$ cat config.mk
export PLATFORM = sky130hd
export DESIGN_NAME = servo_packet_deframer
export DESIGN_NICKNAME = d
export VERILOG_FILES = /design/src/design/spd_pkg.sv /design/src/design/spd_rx_fifo.sv /design/src/design/spd_scanner.sv /design/src/design/servo_packet_deframer.sv
export SDC_FILE = /design/constraint.sdc
export NUM_CORES = 1
export LEC_CHECK = 0
export ABC_AREA = 0
export BUFFER_PORTS_ARGS = -buffer_cell sky130_fd_sc_hd__clkbuf_2
export CORE_MARGIN = 2
export CORE_UTILIZATION = 55
export DETAILED_ROUTE_END_ITERATION = 12
export PLACE_DENSITY = 0.7
export SYNTH_ARGS = -nofsm -noshare
export SYNTH_HDL_FRONTEND = slang
export SYNTH_SLANG_ARGS = --single-unit
$ cat constraint.sdc
create_clock -name clk_i -period 7.54 [get_ports clk_i]
set_clock_uncertainty 0.05 [all_clocks]
set_input_delay 0.754 -clock clk_i [delete_from_list [all_inputs] [get_ports clk_i]]
set_output_delay 0.754 -clock clk_i [all_outputs]
set_load 0.02 [all_outputs]
$ cat src/design/spd_pkg.sv
// shared types and constants for the servo packet deframer
// no dependencies
`timescale 1ns / 1ps

package spd_pkg;

  localparam int WINDOW_BYTES   = 64;
  localparam int FRAME_OVERHEAD = 7;
  localparam int PTR_W  = $clog2(WINDOW_BYTES);
  localparam int FILL_W = $clog2(WINDOW_BYTES + 1);
  localparam int SUM_W  = ((FILL_W > 8) ? FILL_W : 8) + 1;
  localparam int IDX_W  = 6;
  localparam int ERR_W  = 16;

  localparam logic [7:0] HEADER_RESET = 8'hFF;
  localparam logic [7:0] MASK_RESET   = 8'hFE;

  // configuration register indexes
  typedef enum logic [0:0] {
    CFG_HEADER_BYTE   = 1'b0,
    CFG_CHECKSUM_MASK = 1'b1
  } cfg_idx_e;

  // scanner sequencer states
  typedef enum logic [3:0] {
    ST_IDLE,
    ST_SCAN,
    ST_HDR0,
    ST_HDR1,
    ST_LEN,
    ST_ID,
    ST_CMD,
    ST_CK1,
    ST_CK2,
    ST_XSUM,
    ST_CMP,
    ST_EMIT,
    ST_EMIT0,
    ST_FINISH
  } scan_state_e;

  // one decoded result
  typedef struct packed {
    logic [7:0]       servo_id;
    logic [7:0]       command;
    logic [7:0]       payload_byte;
    logic [IDX_W-1:0] payload_index;
    logic [IDX_W-1:0] payload_count;
    logic             last;
    logic [ERR_W-1:0] error_count;
  } result_t;

  // configuration seen by the scanner
  typedef struct packed {
    logic [7:0] header_byte;
    logic [7:0] checksum_mask;
  } cfg_t;

endpackage

$ cat src/design/spd_rx_fifo.sv
// two-entry byte queue between the receive side and the scanner
// depends on spd_pkg
`timescale 1ns / 1ps

module spd_rx_fifo
  import spd_pkg::*;
(
  input  logic       clk_i,
  input  logic       rst_ni,
  input  logic       push_i,
  input  logic [7:0] push_data_i,
  output logic       full_o,
  input  logic       pop_i,
  output logic       valid_o,
  output logic [7:0] data_o
);

  logic [7:0] slot_q [2];
  logic       wr_ptr_q, wr_ptr_d;
  logic       rd_ptr_q, rd_ptr_d;
  logic [1:0] cnt_q, cnt_d;
  logic       do_push, do_pop;

  assign full_o  = (cnt_q == 2'd2);
  assign valid_o = (cnt_q != 2'd0);
  assign data_o  = slot_q[rd_ptr_q];
  assign do_push = push_i && !full_o;
  assign do_pop  = pop_i && valid_o;

  // pointer and count update
  always_comb begin
    wr_ptr_d = do_push ? ~wr_ptr_q : wr_ptr_q;
    rd_ptr_d = do_pop ? ~rd_ptr_q : rd_ptr_q;
    cnt_d    = cnt_q;
    if (do_push && !do_pop) begin
      cnt_d = cnt_q + 2'd1;
    end else if (do_pop && !do_push) begin
      cnt_d = cnt_q - 2'd1;
    end
  end

  always_ff @(posedge clk_i or negedge rst_ni) begin
    if (!rst_ni) begin
      wr_ptr_q <= 1'b0;
      rd_ptr_q <= 1'b0;
      cnt_q    <= 2'd0;
    end else begin
      wr_ptr_q <= wr_ptr_d;
      rd_ptr_q <= rd_ptr_d;
      cnt_q    <= cnt_d;
    end
  end

  // storage
  always_ff @(posedge clk_i) begin
    if (do_push) begin
      slot_q[wr_ptr_q] <= push_data_i;
    end
  end

endmodule

$ cat src/design/spd_scanner.sv
// back end: byte window memory, packet hunt sequencer and result register
// depends on spd_pkg
`timescale 1ns / 1ps

module spd_scanner
  import spd_pkg::*;
(
  input  logic       clk_i,
  input  logic       rst_ni,
  input  cfg_t       cfg_i,
  input  logic       q_valid_i,
  input  logic [7:0] q_data_i,
  output logic       q_pop_o,
  output logic       res_valid_o,
  input  logic       res_ready_i,
  output result_t    res_o
);

  localparam logic [SUM_W-1:0] OVH = SUM_W'(FRAME_OVERHEAD);
  localparam logic [SUM_W-1:0] WIN = SUM_W'(WINDOW_BYTES);

  scan_state_e       state_q, state_d;
  logic [PTR_W-1:0]  head_q, head_d;
  logic [FILL_W-1:0] fill_q, fill_d;
  logic [FILL_W-1:0] pos_q, pos_d;
  logic [7:0]        k_q, k_d;
  logic [7:0]        len_q, len_d;
  logic [7:0]        id_q, id_d;
  logic [7:0]        cmd_q, cmd_d;
  logic [7:0]        c1_q, c1_d;
  logic [7:0]        c2_q, c2_d;
  logic [7:0]        x_q, x_d;
  logic [ERR_W-1:0]  err_q, err_d;
  logic              out_valid_q, out_valid_d;
  result_t           res_q, res_d;

  logic [7:0]        mem [WINDOW_BYTES];
  logic [7:0]        rd_data_q;
  logic              rd_en, wr_en;
  logic [SUM_W-1:0]  rd_off;
  logic [PTR_W-1:0]  rd_addr, wr_addr;

  logic [SUM_W-1:0]  pos_ext, fill_ext, len_ext, k_ext;
  logic [7:0]        npay, k_inc;
  logic              can_load;
  logic [ERR_W-1:0]  err_inc;

  assign pos_ext  = SUM_W'(pos_q);
  assign fill_ext = SUM_W'(fill_q);
  assign len_ext  = SUM_W'(len_q);
  assign k_ext    = SUM_W'(k_q);
  assign npay     = len_q - 8'(FRAME_OVERHEAD);
  assign k_inc    = k_q + 8'd1;
  assign can_load = !out_valid_q || res_ready_i;
  assign err_inc  = (err_q == {ERR_W{1'b1}}) ? err_q : err_q + ERR_W'(1);
  assign rd_addr  = head_q + rd_off[PTR_W-1:0];
  assign wr_addr  = head_q + fill_q[PTR_W-1:0];

  assign res_valid_o = out_valid_q;
  assign res_o       = res_q;

  // sequencer
  always_comb begin
    state_d     = state_q;
    head_d      = head_q;
    fill_d      = fill_q;
    pos_d       = pos_q;
    k_d         = k_q;
    len_d       = len_q;
    id_d        = id_q;
    cmd_d       = cmd_q;
    c1_d        = c1_q;
    c2_d        = c2_q;
    x_d         = x_q;
    err_d       = err_q;
    out_valid_d = out_valid_q && !res_ready_i;
    res_d       = res_q;
    rd_en       = 1'b0;
    rd_off      = '0;
    wr_en       = 1'b0;
    q_pop_o     = 1'b0;

    unique case (state_q)
      ST_IDLE: begin
        if (q_valid_i) begin
          // append byte, dropping the oldest one when full
          q_pop_o = 1'b1;
          wr_en   = 1'b1;
          pos_d   = '0;
          if (fill_ext == WIN) begin
            head_d = head_q + PTR_W'(1);
          end else begin
            fill_d = fill_q + FILL_W'(1);
          end
          state_d = ST_SCAN;
        end
      end
      ST_SCAN: begin
        if (pos_ext + OVH > fill_ext) begin
          state_d = ST_FINISH;
        end else begin
          rd_en   = 1'b1;
          rd_off  = pos_ext;
          state_d = ST_HDR0;
        end
      end
      ST_HDR0: begin
        if (rd_data_q != cfg_i.header_byte) begin
          pos_d   = pos_q + FILL_W'(1);
          state_d = ST_SCAN;
        end else begin
          rd_en   = 1'b1;
          rd_off  = pos_ext + SUM_W'(1);
          state_d = ST_HDR1;
        end
      end
      ST_HDR1: begin
        if (rd_data_q != cfg_i.header_byte) begin
          pos_d   = pos_q + FILL_W'(1);
          state_d = ST_SCAN;
        end else begin
          rd_en   = 1'b1;
          rd_off  = pos_ext + SUM_W'(2);
          state_d = ST_LEN;
        end
      end
      ST_LEN: begin
        len_d = rd_data_q;
        if (SUM_W'(rd_data_q) < OVH || SUM_W'(rd_data_q) > WIN) begin
          // bad length counts as a failure
          err_d   = err_inc;
          pos_d   = pos_q + FILL_W'(1);
          state_d = ST_SCAN;
        end else if (pos_ext + SUM_W'(rd_data_q) > fill_ext) begin
          // packet not complete yet
          state_d = ST_FINISH;
        end else begin
          rd_en   = 1'b1;
          rd_off  = pos_ext + SUM_W'(3);
          state_d = ST_ID;
        end
      end
      ST_ID: begin
        id_d    = rd_data_q;
        rd_en   = 1'b1;
        rd_off  = pos_ext + SUM_W'(4);
        state_d = ST_CMD;
      end
      ST_CMD: begin
        cmd_d   = rd_data_q;
        x_d     = len_q ^ id_q ^ rd_data_q;
        rd_en   = 1'b1;
        rd_off  = pos_ext + SUM_W'(5);
        state_d = ST_CK1;
      end
      ST_CK1: begin
        c1_d    = rd_data_q;
        rd_en   = 1'b1;
        rd_off  = pos_ext + SUM_W'(6);
        state_d = ST_CK2;
      end
      ST_CK2: begin
        c2_d = rd_data_q;
        k_d  = 8'(FRAME_OVERHEAD);
        if (OVH < len_ext) begin
          rd_en   = 1'b1;
          rd_off  = pos_ext + OVH;
          state_d = ST_XSUM;
        end else begin
          state_d = ST_CMP;
        end
      end
      ST_XSUM: begin
        // fold one payload byte per cycle
        x_d = x_q ^ rd_data_q;
        k_d = k_inc;
        if (k_inc < len_q) begin
          rd_en  = 1'b1;
          rd_off = pos_ext + SUM_W'(k_inc);
        end else begin
          state_d = ST_CMP;
        end
      end
      ST_CMP: begin
        if (c1_q != (x_q & cfg_i.checksum_mask) ||
            c2_q != (~x_q & cfg_i.checksum_mask)) begin
          err_d   = err_inc;
          pos_d   = pos_q + FILL_W'(1);
          state_d = ST_SCAN;
        end else if (npay == 8'd0) begin
          state_d = ST_EMIT0;
        end else begin
          k_d     = 8'd0;
          rd_en   = 1'b1;
          rd_off  = pos_ext + OVH;
          state_d = ST_EMIT;
        end
      end
      ST_EMIT: begin
        rd_en = 1'b1;
        if (can_load) begin
          out_valid_d         = 1'b1;
          res_d.servo_id      = id_q;
          res_d.command       = cmd_q;
          res_d.payload_byte  = rd_data_q;
          res_d.payload_index = k_q[IDX_W-1:0];
          res_d.payload_count = npay[IDX_W-1:0];
          res_d.last          = (k_inc == npay);
          res_d.error_count   = err_q;
          k_d                 = k_inc;
          rd_off              = pos_ext + OVH + SUM_W'(k_inc);
          if (k_inc == npay) begin
            rd_en   = 1'b0;
            pos_d   = FILL_W'(pos_ext + len_ext);
            state_d = ST_FINISH;
          end
        end else begin
          // hold the read until the result register frees up
          rd_off = pos_ext + OVH + k_ext;
        end
      end
      ST_EMIT0: begin
        if (can_load) begin
          out_valid_d         = 1'b1;
          res_d.servo_id      = id_q;
          res_d.command       = cmd_q;
          res_d.payload_byte  = 8'd0;
          res_d.payload_index = '0;
          res_d.payload_count = '0;
          res_d.last          = 1'b1;
          res_d.error_count   = err_q;
          pos_d               = FILL_W'(pos_ext + len_ext);
          state_d             = ST_FINISH;
        end
      end
      ST_FINISH: begin
        // discard consumed bytes
        if (pos_q >= fill_q) begin
          fill_d = '0;
        end else begin
          head_d = head_q + pos_q[PTR_W-1:0];
          fill_d = fill_q - pos_q;
        end
        state_d = ST_IDLE;
      end
      default: begin
        state_d = ST_IDLE;
      end
    endcase
  end

  always_ff @(posedge clk_i or negedge rst_ni) begin
    if (!rst_ni) begin
      state_q     <= ST_IDLE;
      head_q      <= '0;
      fill_q      <= '0;
      pos_q       <= '0;
      k_q         <= '0;
      err_q       <= '0;
      out_valid_q <= 1'b0;
    end else begin
      state_q     <= state_d;
      head_q      <= head_d;
      fill_q      <= fill_d;
      pos_q       <= pos_d;
      k_q         <= k_d;
      err_q       <= err_d;
      out_valid_q <= out_valid_d;
    end
  end

  // packet fields and result payload
  always_ff @(posedge clk_i) begin
    len_q <= len_d;
    id_q  <= id_d;
    cmd_q <= cmd_d;
    c1_q  <= c1_d;
    c2_q  <= c2_d;
    x_q   <= x_d;
    res_q <= res_d;
  end

  // window memory, one write and one registered read port
  always_ff @(posedge clk_i) begin
    if (wr_en) begin
      mem[wr_addr] <= q_data_i;
    end
    if (rd_en) begin
      rd_data_q <= mem[rd_addr];
    end
  end

endmodule

$ cat src/design/servo_packet_deframer.sv
// Servo packet deframer. Received bytes pass a two-entry queue into a
// 64-byte circular window held in a single-port-read memory; after each byte
// the scanner walks the window through that read port hunting for the
// two header bytes, checks length and both checksums, and emits one result
// per payload byte (a single result for an empty payload) through a result
// register. The scanner takes no new byte from the queue until its rescan
// of the window is done. Depends on spd_pkg, spd_rx_fifo and spd_scanner.
`timescale 1ns / 1ps

module servo_packet_deframer
  import spd_pkg::*;
(
  input  logic              clk_i,
  input  logic              rst_ni,
  input  logic              rx_valid_i,
  output logic              rx_ready_o,
  input  logic [7:0]        rx_byte_i,
  input  logic              cfg_we_i,
  input  logic [0:0]        cfg_index_i,
  input  logic [7:0]        cfg_data_i,
  output logic              out_valid_o,
  input  logic              out_ready_i,
  output logic [7:0]        servo_id_o,
  output logic [7:0]        command_o,
  output logic [7:0]        payload_byte_o,
  output logic [IDX_W-1:0]  payload_index_o,
  output logic [IDX_W-1:0]  payload_count_o,
  output logic              last_o,
  output logic [ERR_W-1:0]  error_count_o
);

  cfg_t       cfg_q;
  logic       q_full, q_valid, q_pop;
  logic [7:0] q_data;
  result_t    res;

  // configuration registers
  always_ff @(posedge clk_i or negedge rst_ni) begin
    if (!rst_ni) begin
      cfg_q.header_byte   <= HEADER_RESET;
      cfg_q.checksum_mask <= MASK_RESET;
    end else if (cfg_we_i) begin
      unique case (cfg_idx_e'(cfg_index_i))
        CFG_HEADER_BYTE:   cfg_q.header_byte   <= cfg_data_i;
        CFG_CHECKSUM_MASK: cfg_q.checksum_mask <= cfg_data_i;
        default: ;
      endcase
    end
  end

  // front: receive queue
  assign rx_ready_o = !q_full;

  spd_rx_fifo u_fifo (
    .clk_i       (clk_i),
    .rst_ni      (rst_ni),
    .push_i      (rx_valid_i),
    .push_data_i (rx_byte_i),
    .full_o      (q_full),
    .pop_i       (q_pop),
    .valid_o     (q_valid),
    .data_o      (q_data)
  );

  // back: window scanner
  spd_scanner u_scan (
    .clk_i       (clk_i),
    .rst_ni      (rst_ni),
    .cfg_i       (cfg_q),
    .q_valid_i   (q_valid),
    .q_data_i    (q_data),
    .q_pop_o     (q_pop),
    .res_valid_o (out_valid_o),
    .res_ready_i (out_ready_i),
    .res_o       (res)
  );

  assign servo_id_o      = res.servo_id;
  assign command_o       = res.command;
  assign payload_byte_o  = res.payload_byte;
  assign payload_index_o = res.payload_index;
  assign payload_count_o = res.payload_count;
  assign last_o          = res.last;
  assign error_count_o   = res.error_count;

endmodule

# Word level (Yosys, flattened, before mapping)
# Memory sizes are Yosys's and may differ from the RTL's. A register that Yosys moved wholly into a read port is not among the register bits.
# Cells that the tools add are included.
[word_totals]
reg_bits = 170
ramBits = 528
in_bits = 22
output_inout_bits = 55
wordCells = 209
n_memories = 2
[op_classes]
n_addsub = 24
order_cmp = 7
eq_ne = 33
muxes = 74
n_bitwise = 9
reduce_logical = 35
[memory_table]
columns = ["memory", "depth", "word_bits", "read_ports", "rd_ports_with_merged_regs", "write_ports", "line_no", "text"]
rows = [
  ["u_scan.mem", 64, 8, 1, 1, 1, "spd_scanner.sv:37", "logic [7:0] mem [WINDOW_BYTES];"],
  ["u_fifo.slot_q", 2, 8, 1, 0, 1, "spd_rx_fifo.sv:18", "logic [7:0] slot_q [2];"],
]
[ops]
columns = ["cell", "n"]
rows = [
  ["2-to-1 mux 53 bit", 2],
  ["one-hot mux 53 bit (2 select lines)", 1],
  ["2-to-1 mux 6 bit", 13],
  ["2-to-1 mux 7 bit", 10],
  ["one-hot mux 6 bit (11 select lines)", 1],
  ["one-hot mux 4 bit (13 select lines)", 1],
  ["2-to-1 mux 16 bit", 3],
  ["one-hot mux 7 bit (6 select lines)", 1],
  ["adder 6 bit", 6],
  ["2-to-1 mux 4 bit", 9],
  ["one-hot mux 16 bit (2 select lines)", 1],
  ["one-hot mux 8 bit (4 select lines)", 1],
  ["equality test 4 bit, second input constant", 6],
  ["2-to-1 mux 8 bit", 3],
  ["inequality test 8 bit", 3],
  ["bitwise XOR 8 bit", 3],
  ["adder 6 x 3 -> 6 bit, second input constant", 3],
  ["2-to-1 mux 1 bit", 18],
  ["adder 16 x 1 -> 16 bit, second input constant", 1],
  ["AND 8 bit", 2],
  ["equality test 16 bit, second input constant", 1],
  ["equality test 4 x 3 -> 1 bit, second input constant", 4],
  ["one-hot mux 8 bit (2 select lines)", 1],
  ["adder 7 x 1 -> 7 bit, second input constant", 2],
  ["other kinds (46)", 86],
]

# Depth between registers and ports, before layout
[logic_depth]
ltp_word = 7
mapped_depth = 28
depth_no_buf = 27

# By module
# A second synthesis with hierarchy kept.
[hier_totals]
hier_cells = 1977
hier_area_um2 = 31891.8
[modules_own_cells]
columns = ["module", "instances", "cells_each", "area_each_um2", "seq_area_each_um2"]
rows = [
  ["spd_scanner", 1, 1897, 30471.7, 19874.1],
  ["spd_rx_fifo", 1, 44, 783.3, 580.6],
  ["servo_packet_deframer", 1, 36, 636.9, 419.2],
]

# Worst setup path after synthesis
# Ideal clock, no wire load.
[synth_path]
kind = "reg-to-reg"
start = "register u_scan.pos_q[1]"
end = "register u_scan.rd_data_q[0] (read register of u_scan.mem), data pin"
setup_time_ns = 0.288
arrival_time_ns = 5.695
required_ns = 7.202
slack_ns = 1.507
path_stages_with_launch = 25
n_path_buf = 2
period_less_slack_ns = 6.033
cell_sequence = "dfrtp_1 -> inv_1 -> fa_1 -> nor2b_1 -> o21ai_0 -> nand2b_1 -> a21o_1 -> a21oi_1 -> xnor2_1 -> ha_1 -> o21a_1 -> o22ai_1 -> a32oi_1 -> nor2_1 -> nor2_1 -> nand2_1 -> o21ai_0 -> a21oi_1 -> ha_1 -> clkbuf_1 -> clkbuf_1 -> mux4_2 -> mux4_2 -> mux2i_1 -> mux2i_1"
[synth_via]
elab_chain_len = 6
elab_cells_between_ends = 29
cone_classes = "add/sub (12); order compare (2); mux (15)"
[synth_lines]
columns = ["item", "line_no", "text"]
rows = [
  ["start, declared", "spd_scanner.sv:25", "logic [FILL_W-1:0] pos_q, pos_d;"],
  ["start signal, assigned", "spd_scanner.sv:265", "pos_q <= pos_d;"],
  ["adder 7 x 8 -> 9 bit", "spd_scanner.sv:134", "end else if (pos_ext + SUM_W'(rd_data_q) > fill_ext) begin"],
  ["greater-than comparator 9 x 7 -> 1 bit", "spd_scanner.sv:134", ""],
  ["2-to-1 mux 6 bit", "spd_scanner.sv:134", ""],
  ["2-to-1 mux 6 bit", "spd_scanner.sv:129", "if (SUM_W'(rd_data_q) < OVH || SUM_W'(rd_data_q) > WIN) begin"],
  ["one-hot mux 6 bit (11 select lines)", "spd_scanner.sv:83", "unique case (state_q)"],
  ["adder 6 bit", "spd_scanner.sv:56", "assign rd_addr = head_q + rd_off[PTR_W-1:0];"],
  ["end, declared", "spd_scanner.sv:38", "logic [7:0] rd_data_q;"],
]
# Parallel ways exist; a longest one is shown, timed or not.
# A chain may end at the register's enable or synchronous reset.

# Worst setup path in the final report
[layout_path]
start = "register u_scan.rd_data_q[1] (read register of u_scan.mem)"
end = "register u_scan.rd_data_q[4] (read register of u_scan.mem), data pin"
[layout_via]
elab_chain_len = 6
elab_cells_between_ends = 16
cone_classes = "add/sub (2); order compare (3); eq/ne (1); mux (9); reduce/logical (1)"
[layout_lines]
columns = ["item", "line_no"]
rows = [
  ["adder 7 x 8 -> 9 bit", "spd_scanner.sv:134"],
  ["greater-than comparator 9 x 7 -> 1 bit", "spd_scanner.sv:134"],
  ["2-to-1 mux 6 bit", "spd_scanner.sv:134"],
  ["2-to-1 mux 6 bit", "spd_scanner.sv:129"],
  ["one-hot mux 6 bit (11 select lines)", "spd_scanner.sv:83"],
  ["adder 6 bit", "spd_scanner.sv:56"],
]
# Parallel ways exist; a longest one is shown, timed or not.

==> flow_summary.json <==
{
  "layout-drive-gt1-share_pct": 21.0,
  "max_freq_mhz": 144,
  "grt_pass1_wl_microns": 112000,
  "fin_crit_ns": 6.95,
  "min_period_over_period_pct": 92.2,
  "ys_types": 76,
  "hold_viol_final": 0,
  "synth_area_per_cell_sq_um": 16.6,
  "path_max_fanout": 64,
  "synthAdderAreaFrac_pct": 4.03,
  "cts.repair.resized": 0,
  "required_ns": 7.83,
  "antenna_found_initial": 0,
  "peakVddDrop_mv": 0.347,
  "drt_iter0_markers": 1524,
  "worst_slew_margin_rel_pct": 11.7,
  "die_area_sq_mm": 0.0588,
  "fillers": 4058,
  "portBuffers": 76,
  "end_kind": "flop",
  "core-area_sq_mm": 0.0563,
  "wl_per_cell_microns": 26.0,
  "grt_pass1_vias": 17800,
  "ff_latch_area_sq_mm": 0.0209,
  "vias": 17400,
  "slew_violations": 0,
  "cts.sink_count": 706,
  "clk_pin_slew_worst_paths_ns": 0.06,
  "multi_input_area_sq_mm": 0.00999,
  "finalSetupViolations": 0,
  "dp_cells": 2685,
  "synth_xor_area_share_pct": 3.41,
  "dieHeight_microns": 243,
  "syn_to_final_growth_pct": 11.8,
  "hpwl_microns": 47100,
  "power_density_mw_per_mm2": 421,
  "grt_max_degree": 70,
  "startpoint_type": "flop",
  "layout_commonest_cell": "edfxtp_1",
  "grt_use_total_pct": 25.5,
  "clk_latency_ns": 0.64,
  "avgViaCountPerCell": 6.17,
  "hold_class": "in2async",
  "clockRootBuffer": "clkbuf_16",
  "initial_core_util_pct": 55.6,
  "cts_max_level": 3,
  "post_cts_buffers": 0,
  "cts_buffer_depth": 3,
  "tns_ns": 0,
  "status": "finished clean",
  "drc": 0,
  "rows": 87,
  "syn_area_sq_mm": 0.0313,
  "io_pins": 77,
  "overflow": 0,
  "syn_inst": 1885,
  "ys.flop_type": "edfxtp_1",
  "routed_wirelength_microns": 73200,
  "power_leakage_nw": 12.1,
  "gp_congestion": 0.959,
  "antenna_cells": 0,
  "ys_seq_area_share_pct": 66.7,
  "ys_seq_elements": 706,
  "numCtsBuffers": 73,
  "hold_buffers": 0,
  "synthMuxAreaShare_pct": 13.7,
  "critPathKind": "reg2reg",
  "worstPathArrival_ns": 7.24,
  "synth_top_family_by_area": "multiplexers",
  "synthSimpleGateAreaFrac_pct": 5.86,
  "yosys_warnings": 0,
  "die_x_microns": 243,
  "rsz0062_at_grt": "false",
  "syn-num-nets": 2003,
  "max_cap_violations": 0,
  "first_pass_iters": 5,
  "mostFrequentLayoutCells": "637 x edfxtp_1, 160 x mux4_2, 140 x nor2_1",
  "synth_compound_area_share_pct": 4.78,
  "synth_edf_count": 637,
  "async_flop_share_pct": 9.77,
  "final_nets": 2122,
  "cts_tree": "yes",
  "finalNonFillerCells": 2814,
  "worst_pin_slew_ns": 1.33,
  "drtAntennaViolNets": 0
}
-- worst max-delay path: stages, from the launching register on --
cell      delay, ns
edfxtp_1       0.61
inv_1          0.16
fa_1           0.49
nor2b_1        0.12
o21ai_0        0.09
nand2b_1       0.11
a21o_1         0.12
a21oi_1        0.08
xnor2_1        0.13
ha_1           0.29
o21a_1         0.13
o22ai_1        0.08
a32oi_1        0.29
nor2_1         0.18
nor2_1         0.28
nand2_1        0.09
o21ai_0        0.15
a21oi_1        0.13
ha_4           0.21
fa_4           1.00
buf_12         0.39
mux4_2         0.39
mux4_2         0.49
mux2i_1        0.39
mux2i_1        0.16
-- where the power goes --
part | switching (W) | total (W) | internal [W]
logic | 0.00338 | 0.00609 | 0.00271
registers | 0.000233 | 0.00525 | 0.00502
clock network | 0.00149 | 0.00338 | 0.00189
total | 0.00510 | 0.0147 | 0.00962
-- through the flow --
stage	area [sq um]	hold slack, ns	setup slack, ns	power, W	util, %
after floorplan	31300	0.350	1.51	0.00949	-
after global placement	32800	0.356	0.774	0.0113	58.2
after detailed placement	32800	0.357	0.629	0.0114	58.2
after CTS	35000	0.229	0.610	0.0148	62.2
after global routing	35000	0.237	0.270	0.0154	62.2
final	35000	0.214	0.589	0.0147	62.2
-- per-layer routing --
layer / track usage, % / wire length, microns / share of wire, % / vias to the layer above
met2: 42.4 / 36700 / 50 / 653
met4: 9.71 / 2770 / 3.8 / 0
met1: 34.2 / 29700 / 41 / 8928
li1: - / - / - / 7623
met5: 0 / 0 / 0 / -
met3: 4.09 / 3960 / 5.4 / 165
-- cell usage after synthesis (9+ instances only) --
cell	n	area share (%)
mux2i_1	30	0.96
xnor2_1	77	2.2
mux4_2	160	12
and3_1	9	0.18
a31oi_1	16	0.32
mux2_2	33	1.2
dfstp_2	15	1.3
a21boi_0	10	0.24
nor3_1	16	0.26
dfrtp_1	54	4.3
o21ai_0	49	0.78
nor2b_1	15	0.30
buf_1	10	0.12
a21o_1	21	0.50
edfxtp_1	637	61
nand2_1	91	1.1
a21oi_1	51	0.82
and2_1	21	0.42
nand2b_1	13	0.26
ha_1	88	3.5
nor2_1	141	1.7
nand3_1	30	0.48
xor2_1	36	1.0
o21bai_1	9	0.22
clkbuf_1	53	0.64
inv_1	61	0.73
-- cell families (layout without fill, tap and decap cells) --
logic type | Yosys count | in the layout
simple gates | 386 | 386
flops | 706 | 706
compound gates | 228 | 228
buf+inv | 129 | 302
xor+xnor | 117 | 117
fa+ha+maj | 96 | 96
mux | 223 | 223
-- cell type report --
cell class	instances	share of cell area (%)
sequential	706	59.7
multi-input combinational	1050	28.6
clock buffer	103	5.69
tap	756	2.70
timing repair buffer	111	2.06
clock inverter	26	0.672
inverter	62	0.665
-- path summary, 6_finish.rpt --
path                       slack (ns)  cells after the start                 from                   to
setup / recovery                 0.59                     24  u_scan.rd_data_q[1]  u_scan.rd_data_q[4]
hold / removal                   0.21                      1               rst_ni      u_scan.err_q[6]
setup reg to reg                 0.59                     24  u_scan.rd_data_q[1]  u_scan.rd_data_q[4]
hold reg to reg                  0.37                      0      u_scan.cmd_q[4]     u_scan.res_o[41]
max in group asynchronous        6.59                      1               rst_ni    u_scan.state_q[2]
min in group clk_i               0.26                      1         rx_byte_i[2]  u_fifo.slot_q[0][2]
-- registers in the layout, summed over array words and instances (netlist names), 16 cells and up --
signal,cells
u_fifo.slot_q,16
cfg_q,16
u_scan.err_q,16
u_scan.mem,512
u_scan.res_o,53
Note: power is estimated with default switching activity, not from simulation.
